==> src/design/bsc_pkg.sv <==
`timescale 1ns / 1ps
package bsc_pkg;

  localparam int AdcW   = 20;
  localparam int WordW  = 64;
  localparam int OutW   = 32;
  localparam int CfgIdxW = 2;

  localparam logic [CfgIdxW-1:0] CFG_TEMP    = 2'd0;
  localparam logic [CfgIdxW-1:0] CFG_PLOW    = 2'd1;
  localparam logic [CfgIdxW-1:0] CFG_PHIGH   = 2'd2;
  localparam logic [CfgIdxW-1:0] CFG_PNINE   = 2'd3;

  typedef logic [WordW-1:0] word_t;

  function automatic word_t sx16(input logic [15:0] v);
    return {{48{v[15]}}, v};
  endfunction

  function automatic word_t asr(input word_t v, input int n);
    return word_t'($signed(v) >>> n);
  endfunction

  function automatic logic [OutW-1:0] sat_s32(input word_t v);
    logic [OutW-1:0] r;
    if (v[63:31] == '0 || v[63:31] == '1) begin
      r = v[31:0];
    end else if (v[63]) begin
      r = 32'h8000_0000;
    end else begin
      r = 32'h7FFF_FFFF;
    end
    return r;
  endfunction

  function automatic logic [OutW-1:0] sat_u32(input word_t v);
    logic [OutW-1:0] r;
    if (v[63]) begin
      r = '0;
    end else if (v[62:32] != '0) begin
      r = '1;
    end else begin
      r = v[31:0];
    end
    return r;
  endfunction

endpackage

==> src/design/bsc_mul.sv <==
`timescale 1ns / 1ps
module bsc_mul (
  input  logic            clk,
  input  logic            rst,
  input  logic            start,
  input  bsc_pkg::word_t  a,
  input  bsc_pkg::word_t  b,
  output logic            done,
  output bsc_pkg::word_t  p
);
  import bsc_pkg::*;

  word_t a_sh;
  word_t b_sh;
  word_t acc;
  logic [1:0] cnt;
  logic busy;
  logic [79:0] prod;

  assign prod = a_sh * b_sh[15:0];
  assign p = acc;

  // low 64 bits of the product, 16 multiplier bits a cycle
  always_ff @(posedge clk) begin
    done <= 1'b0;
    if (rst) begin
      busy <= 1'b0;
      cnt <= '0;
    end else if (start) begin
      a_sh <= a;
      b_sh <= b;
      acc <= '0;
      cnt <= '0;
      busy <= 1'b1;
    end else if (busy) begin
      acc <= acc + prod[63:0];
      a_sh <= a_sh << 16;
      b_sh <= b_sh >> 16;
      cnt <= cnt + 2'd1;
      if (cnt == 2'd3) begin
        busy <= 1'b0;
        done <= 1'b1;
      end
    end
  end
endmodule

==> config.mk <==
export PLATFORM = sky130hd
export DESIGN_NAME = bsc_mul
export DESIGN_NICKNAME = d
export VERILOG_FILES = /design/src/design/bsc_pkg.sv /design/src/design/bsc_mul.sv
export SDC_FILE = /design/constraint.sdc
export NUM_CORES = 2
export LEC_CHECK = 0
export BUFFER_PORTS_ARGS = -buffer_cell sky130_fd_sc_hd__buf_4
export CAP_MARGIN = 15
export CORE_MARGIN = 10
export CORE_UTILIZATION = 48
export CTS_CLUSTER_SIZE = 30
export DETAILED_ROUTE_END_ITERATION = 8
export MAX_ROUTING_LAYER = met4
export PLACE_DENSITY = 0.65
export SYNTH_ARGS = -nofsm -noshare
export SYNTH_HDL_FRONTEND = slang
export SYNTH_SLANG_ARGS = --single-unit
==> constraint.sdc <==
create_clock -name clk -period 12.5 [get_ports clk]
set_input_delay 1.875 -clock clk [delete_from_list [all_inputs] [get_ports clk]]
set_output_delay 1.875 -clock clk [all_outputs]
set_load 0.01 [all_outputs]
==> metrics.txt <==
Setup TNS 0 ps; drt first pass iters 6; Rows 100; Total GRT Usage 24.8%; Die H 295 um; Worst-Skew Late Latency approximately 540 ps; TritonCTS clock tree done; Ys Warns 0; sequential-to-total area share from yosys stat between 10% and 20%; Area Overhead vs Synth 7.69%; Yosys reg bits 196; placer's final routability congestion estimate 0.929; die area just under 90,000 um2; vias in the first global route about 28,000; Worst-Margin Slew 1030 ps; Congestion Overflow GR 0; CTS clock-pin slew for the worst setup and hold paths 90 ps; final setup vio count 0; NumNets Final about 5,000; core area 74,800 um2; fraction of registers with async set/reset 0%; fmax ~130 MHz; Detailed Place HPWL 75,000 um; RSZ-0062 raised after global routing false; cts hold-fix bufs 0; CTS Sinks a little under 200; Post-synth EDFFs 192; Max Cap Viol 0; Crit Path Class reg2reg; Die Wd 295 um; DR WL/cell a little over 20 um; IO Count 196; Worst Setup Start Kind flop; Post-DRT Antenna Nets 0; H-tree levels 4; first-pass GRT wire length 161,000 um; ys flop type edfxtp_1; R2R setup slack between 4000 and 5000 ps; Slew HR a little under a third; CTS resizes 0; Setup Fix Bufs, Post-CTS 0; CTS root buf clkbuf_16; crit path DAT about 8000 ps; IO buf count 195; ranking of synthesized cells by area fa_1, edfxtp_1, inv_1; initial DRC count 1,741; proportion of layout cells with a drive suffix above 1 around a tenth; Initial Utilization about half; DRC viols 0; Hold Crit Class reg2reg; run status complete, no violations; CP required roughly 13,000 ps; Mapped Cells slightly below 4,000; area of the mapped netlist approximately 36,000 um2; final worst path period need approximately 7900 ps; final worst-path cycle share roughly 63%; max-slew violation count 0; Mapped Nets approximately 4,900; Vias/cell around 5.3; Fillers approximately 7,000; Bufs on Longest Clock Path 2; cell taking the most area after synthesis fa_1; Max Clock Skew ~34 ps; Post-Route WL about 100,000 um; via count between 20,000 and 30,000; antenna violations before repair 1; Yosys cell types between 50 and 60; post-synth top area share 44.7%; TritonCTS Buffers 17; Hold Fails Final Rpt 0; CP max FO 17; Syn Area/Cell ~9.4 um2; largest net degree at the start of global routing 74; crit end category flop
[path summary, 6_finish.rpt]
| check | start | cells after the start | end |
|---|---|---|---|
| worst min register to register | busy$_SDFF_PP0_ | 2 | done$_SDFF_PP0_ |
| worst max-delay path | a_sh[25]$_DFFE_PP_ | 21 | p[57]$_SDFFCE_PP0P_ |
| worst max register to register | a_sh[25]$_DFFE_PP_ | 21 | p[57]$_SDFFCE_PP0P_ |
| worst min-delay path | busy$_SDFF_PP0_ | 2 | done$_SDFF_PP0_ |
[synthesized netlist by cell type, types with 10 or more instances]
library cell  instances
a21o_1               51
a21oi_1              63
nand4_1              17
fa_1                814
o21bai_1             10
nor2b_1              18
nand3_1              16
xor2_1               22
ha_1                101
and2_1              289
clkbuf_1            187
mux2_2               97
edfxtp_1            192
nand2_1             687
inv_1              1043
nor3_1               18
o21ai_0              20
buf_1                10
nor2_1               77
xnor2_1              55
[per-layer routing]
metal  global-route usage (%)  up-vias  routed length (um)
li1                         -    11300                   -
met1                     32.4    13500               41300
met2                     38.7     1013               46800
met3                     5.58      129                9030
met4                     7.17        0                2460
met5                        -        -                   0
[logic make-up after synthesis]
group,Yosys count,synth area share [%]
adder cells (fa/ha/maj),915,48.2
AO/OA/AOI/OAI,196,3.63
buffers and inverters,1241,12.8
XOR/XNOR,77,1.85
AND/OR/NAND/NOR,1140,14.2
multiplexers,105,3.25
flip-flops,196,16.0
[final cells by class]
cell class	count	area (um2)	area share, %
Inverter	1043	3920	9.98
Clock buffer	17	425	1.08
Sequential cell	196	5850	14.9
Clock inverter	14	180	0.459
Tap cell	969	1210	3.09
Antenna cell	1	2.50	0.00638
Timing Repair Buffer	228	1720	4.38
Multi-Input combinational cell	2433	25900	66.1
[sequential cells by signal, indices dropped and copies added, names as in the netlist]
signal and cells:
b_sh 64, a_sh 64, done 1, busy 1, cnt 2, p 64
[cells in the final DEF (no fill, tap or decap), drive strengths merged, types with 16 or more instances in the layout]
| cell type | instances |
|---|---|
| a21o | 51 |
| nand2 | 688 |
| edfxtp | 192 |
| nor2 | 77 |
| ha | 101 |
| nand4 | 17 |
| nor3 | 18 |
| and2 | 289 |
| buf | 227 |
| o21ai | 23 |
| inv | 1052 |
| xor2 | 22 |
| nand3 | 16 |
| fa | 814 |
| a21oi | 64 |
| mux2 | 104 |
| clkbuf | 18 |
| xnor2 | 55 |
| nor2b | 18 |
[critical path: stages, from the launching register on]
cell and delay (ps):
edfxtp_1 1020, nand2_1 210, fa_1 550, fa_1 520
fa_1 520, inv_1 70, fa_1 510, fa_1 500
inv_1 50, fa_1 510, inv_1 60, ha_1 370
a21o_1 210, a31oi_1 270, nor2_1 70, a211oi_1 690
o221a_2 340, a21oi_1 110, o21ai_2 380, nand2_1 150
a21oi_1 180, mux2_2 340
[per-stage QoR]
stage          instances  worst slack [ps]  hold slack [ps]  util (%)  area, um2
2_1_floorplan       3870              1080              465         -      36400
3_3_place_gp        4869              4950              495      51.6      38600
3_5_place_dp        4869              4810              494      51.6      38600
4_1_cts             4900              4830              510      52.4      39200
5_1_grt             4900              4400              550      52.4      39200
6_report            4901              4620              503      52.4      39200
Power is left out: the tool's default activity adds up to more than one toggle a clock period on the data nets, which glitch-free logic cannot reach.
