[config.mk]
export PLATFORM = sky130hd
export DESIGN_NAME = bsc_div
export DESIGN_NICKNAME = d
export VERILOG_FILES = /design/src/design/bsc_pkg.sv /design/src/design/bsc_div.sv
export SDC_FILE = /design/constraint.sdc
export NUM_CORES = 1
export LEC_CHECK = 0
export ABC_CLOCK_PERIOD_IN_PS = 10180
export BUFFER_PORTS_ARGS = -buffer_cell sky130_fd_sc_hd__buf_2
export CAP_MARGIN = 20
export CORE_MARGIN = 1
export CORE_UTILIZATION = 45
export DETAILED_ROUTE_END_ITERATION = 6
export GPL_TIMING_DRIVEN = 1
export HOLD_SLACK_MARGIN = 0.1
export SLEW_MARGIN = 5
export SYNTH_ARGS = -nofsm -noshare
export SYNTH_HDL_FRONTEND = slang
export SYNTH_SLANG_ARGS = --single-unit
[constraint.sdc]
create_clock -name clk -period 10.18 [get_ports clk]
set_input_delay 2.036 -clock clk [delete_from_list [all_inputs] [get_ports clk]]
set_output_delay 2.036 -clock clk [all_outputs]
set_load 0.1 [all_outputs]
[src/design/bsc_pkg.sv]
`timescale 1ns / 1ps
package bsc_pkg;

  localparam int AdcW   = 20;
  localparam int WordW  = 64;
  localparam int OutW   = 32;
  localparam int CfgIdxW = 2;

  localparam logic [CfgIdxW-1:0] CFG_TEMP    = 2'd0;
  localparam logic [CfgIdxW-1:0] CFG_PLOW    = 2'd1;
  localparam logic [CfgIdxW-1:0] CFG_PHIGH   = 2'd2;
  localparam logic [CfgIdxW-1:0] CFG_PNINE   = 2'd3;

  typedef logic [WordW-1:0] word_t;

  function automatic word_t sx16(input logic [15:0] v);
    return {{48{v[15]}}, v};
  endfunction

  function automatic word_t asr(input word_t v, input int n);
    return word_t'($signed(v) >>> n);
  endfunction

  function automatic logic [OutW-1:0] sat_s32(input word_t v);
    logic [OutW-1:0] r;
    if (v[63:31] == '0 || v[63:31] == '1) begin
      r = v[31:0];
    end else if (v[63]) begin
      r = 32'h8000_0000;
    end else begin
      r = 32'h7FFF_FFFF;
    end
    return r;
  endfunction

  function automatic logic [OutW-1:0] sat_u32(input word_t v);
    logic [OutW-1:0] r;
    if (v[63]) begin
      r = '0;
    end else if (v[62:32] != '0) begin
      r = '1;
    end else begin
      r = v[31:0];
    end
    return r;
  endfunction

endpackage

[src/design/bsc_div.sv]
`timescale 1ns / 1ps
module bsc_div (
  input  logic            clk,
  input  logic            rst,
  input  logic            start,
  input  bsc_pkg::word_t  num,
  input  bsc_pkg::word_t  den,
  output logic            done,
  output bsc_pkg::word_t  quo
);
  import bsc_pkg::*;

  word_t rem;
  word_t q;
  word_t m;
  logic neg;
  logic [5:0] cnt;
  logic busy;
  logic [64:0] sh;
  logic [64:0] diff;
  logic ge;

  assign sh = {rem, q[63]};
  assign diff = sh - {1'b0, m};
  assign ge = sh >= {1'b0, m};
  assign quo = neg ? (word_t'(0) - q) : q;

  // signed, truncating toward zero, one quotient bit a cycle
  always_ff @(posedge clk) begin
    done <= 1'b0;
    if (rst) begin
      busy <= 1'b0;
      cnt <= '0;
    end else if (start) begin
      q <= num[63] ? (word_t'(0) - num) : num;
      m <= den[63] ? (word_t'(0) - den) : den;
      neg <= num[63] ^ den[63];
      rem <= '0;
      cnt <= '0;
      busy <= 1'b1;
    end else if (busy) begin
      rem <= ge ? diff[63:0] : sh[63:0];
      q <= {q[62:0], ge};
      cnt <= cnt + 6'd1;
      if (cnt == 6'd63) begin
        busy <= 1'b0;
        done <= 1'b1;
      end
    end
  end
endmodule

==> impl_metrics.json <==
{
  "layout.cell_area.non_filler_sq_um": 17710,
  "finalWirelength_microns": 41050,
  "synth_common_cells": "193 x edfxtp_1, 185 x nor2_1, 158 x xnor2_1, 146 x a21oi_1, 133 x nand2_1",
  "netlist-cell-type-count": 62,
  "static-leakage-power_uw": 0.006908,
  "pwr-share-clk_pct": 28.5,
  "synthFlopType": "edfxtp_1",
  "nFillCells": 3225,
  "power-per-cell-area_nw_per_um2": 170.8,
  "timing_worst_slew_pin_value_ps": 1118,
  "synth_largest_type_area_fraction_pct": 37.11,
  "final_min_period_over_clock_period_pct": 64.50,
  "grt_start_max_net_pins": 127,
  "cts_resized": 0,
  "antenna_violating_nets_post_route": 0,
  "tritoncts": "done",
  "post-dp-hpwl_microns": 30900,
  "sw_share_pct": 38.08,
  "clk_slew_on_worst_s_h_paths_ps": 60,
  "cts_setup_buffers": 0,
  "clockBufferDepth": 3,
  "synthesis.area_per_instance_sq_um": 9.016,
  "worst_ep_required_time_ps": 8140,
  "routed_wire_length_per_instance_microns": 17.51,
  "grt-ovfl-total": 0,
  "io_pins": 196,
  "floorplan.die.height_microns": 188.3,
  "worstHoldPathCells": 2,
  "regToRegSetupSlack_ps": 5360,
  "grt_first_pass_wirelength_microns": 65150,
  "synthesis.nets": 1932,
  "finalNetCount": 2079,
  "max_fo_critical_path": 5,
  "flip_flop_and_latch_count_after_synthesis": 201,
  "synth-seq-area-share_pct": 38.14,
  "dr.first_iter.drc_count": 937,
  "drt_pre_antenna_iters": 5,
  "combinationalPowerShare_pct": 36.5,
  "synth_enable_flop_cells": 193,
  "area_growth_pct": 13.41,
  "post_synth_instance_area_sq_um": 15620,
  "cell_internal_pwr_uw": 1874,
  "yosysWarnings": 0,
  "synth.top_cells.by_area": "edfxtp_1 37%, xnor2_1 8.9%, ha_1 5.4%",
  "clkLatencyLatePin_ps": 520,
  "arrival_ps": 4530,
  "timing.final.ws_setup_ps": 3614,
  "capturing_element_type_of_the_critical_path": "primary output",
  "vdd_drop_max_v": 0.0001098,
  "detailroute.via_count": 13290,
  "numCtsBuffers": 23,
  "total_global_route_track_usage_pct": 22.59,
  "fmaxAchievable_ghz": 0.1523,
  "die_width_microns": 188.3,
  "drc_errors": 0,
  "postPlaceCellArea_sq_um": 16910,
  "async_reset_ff_share_pct": 0,
  "synthCells": 1732,
  "die-area_sq_um": 35450,
  "net_switching_component_of_the_power_uw": 1152,
  "portBuffers": 195,
  "startpoint_type": "flop",
  "timing.setup.tns_ps": 0,
  "proportion_of_layout_cells_with_a_drive_suffix_above_1_pct": 14.46,
  "row_count": 67,
  "placement.setup.worst_slack_ps": 4145,
  "finalHoldViolCount": 0,
  "unrepaired_setup_endpoints_after_global_routing": "no",
  "worstSetupPathType": "reg -> out",
  "slew_viol_final": 0,
  "max_cap_viol_count": 0,
  "yosysMostFrequentCell": "edfxtp_1",
  "final_setup_fails": 0,
  "clock_tree.htree_level_count": 1,
  "hold_path_class": "reg -> reg",
  "number_of_global_route_vias_before_repair": 12370,
  "timing.reg2reg.worst_path_depth": 11,
  "globalplace.congestion": 0.9174,
  "run_status": "completed",
  "floorplan.initialDensity_pct": 46.11,
  "seq_power_share_pct": 35.0,
  "timing.max_slew.rel_slack_pct": 23.51,
  "placeable_core_region_sq_um": 33870,
  "yosys.area.top_type": "edfxtp_1",
  "detail_route.vias_per_cell": 5.669,
  "finalWorstPathRequiredPeriod_ps": 6566,
  "timing.clock.skew_ps": 12.85,
  "grt_antenna_before_repair": 0,
  "ctsRootBufferMaster": "clkbuf_16",
  "cts_hold_repair.buffers": 0,
  "clock-sinks": 201
}
[power groups by stage]
stage	logic, uW	clock network [uW]	registers (uW)
CTS	1100	886	1060
global placement	1090	0	1070
floorplan	876	0	1060
detailed placement	1100	0	1070
global route	1200	914	1070
finish	1110	862	1060
[state kept, by name, summed over array words and instances (netlist names)]
| signal | flops |
|---|---|
| neg | 1 |
| done | 1 |
| m | 64 |
| cnt | 6 |
| busy | 1 |
| rem | 64 |
| q | 64 |
[routing by layer]
metal,vias to the layer above,GRT usage [%],part of all wire [%]
met4,0,4.503,1.5
met5,-,0,0
met2,360,37.16,45
met1,6266,31.99,47
met3,38,2.570,5.7
li1,6625,-,-
[cell usage in the layout, fill, tap and decap left out, types with 4 or more instances in the layout]
cell type	instances
nand4_1	29
nor2_1	183
a21o_1	28
o21a_1	5
o31ai_1	55
o21bai_1	15
o21ai_0	111
dfxtp_1	8
nor2b_1	5
xnor2_1	158
clkbuf_1	6
inv_1	94
ha_1	68
xor2_1	86
buf_2	194
nand2b_1	14
nand2_1	133
a31oi_1	11
nor4_1	18
and2_1	4
or3_1	22
a31o_2	6
and3_1	8
a2111oi_0	5
a21oi_1	146
o41ai_1	28
mux2i_1	49
clkbuf_16	23
nor3_1	31
nand3_1	25
or4_1	31
a211oi_1	20
or2_2	11
buf_4	7
edfxtp_1	193
[critical path, cell delays in order, from the launching register on]
cell      delay [ps]
edfxtp_1         430
or4_1            530
or2_2            330
nor4_1           640
nand4_1          290
or4_1            540
or2_2            320
o41ai_1          310
xnor2_1          160
buf_2            440
[area by class of cell]
type / instances / area [sq um] / area share [%]
clock buffer: 32 / 639.4 / 3.610
tap: 448 / 560.5 / 3.165
timing repair buffer: 203 / 1055 / 5.955
sequential: 201 / 5956 / 33.63
clock inverter: 9 / 135.1 / 0.7630
multi-input combinational: 1356 / 9010 / 50.87
inverter: 94 / 352.8 / 1.992
antenna: 1 / 2.502 / 0.01413
[kinds of logic after synthesis]
| kind of cell | synth area share [%] |
|---|---|
| buf+inv | 4.311 |
| mux | 3.285 |
| fa+ha+maj | 5.577 |
| compound gates | 18.57 |
| xor+xnor | 13.68 |
| flops | 38.14 |
| simple gates | 16.43 |
[per-stage QoR]
| stage | power, uW | hold WS, ps | instances | utilization, % |
|---|---|---|---|---|
| floorplan | 1935 | 458.5 | 1732 | - |
| global placement | 2165 | 476.9 | 2301 | 49.94 |
| detailed placement | 2175 | 496.2 | 2301 | 49.94 |
| CTS | 3048 | 505.0 | 2342 | 52.23 |
| global route | 3182 | 562.8 | 2343 | 52.29 |
| finish | 3026 | 502.2 | 2344 | 52.29 |
[path summary, 6_finish.rpt]
kind                               from       to
worst min register to register   cnt[5]   cnt[5]
worst max register to register  rem[19]  rem[56]
worst min-delay path             cnt[5]   cnt[5]
worst max-delay path               q[5]  quo[54]
(Power assumes the default switching activity.)
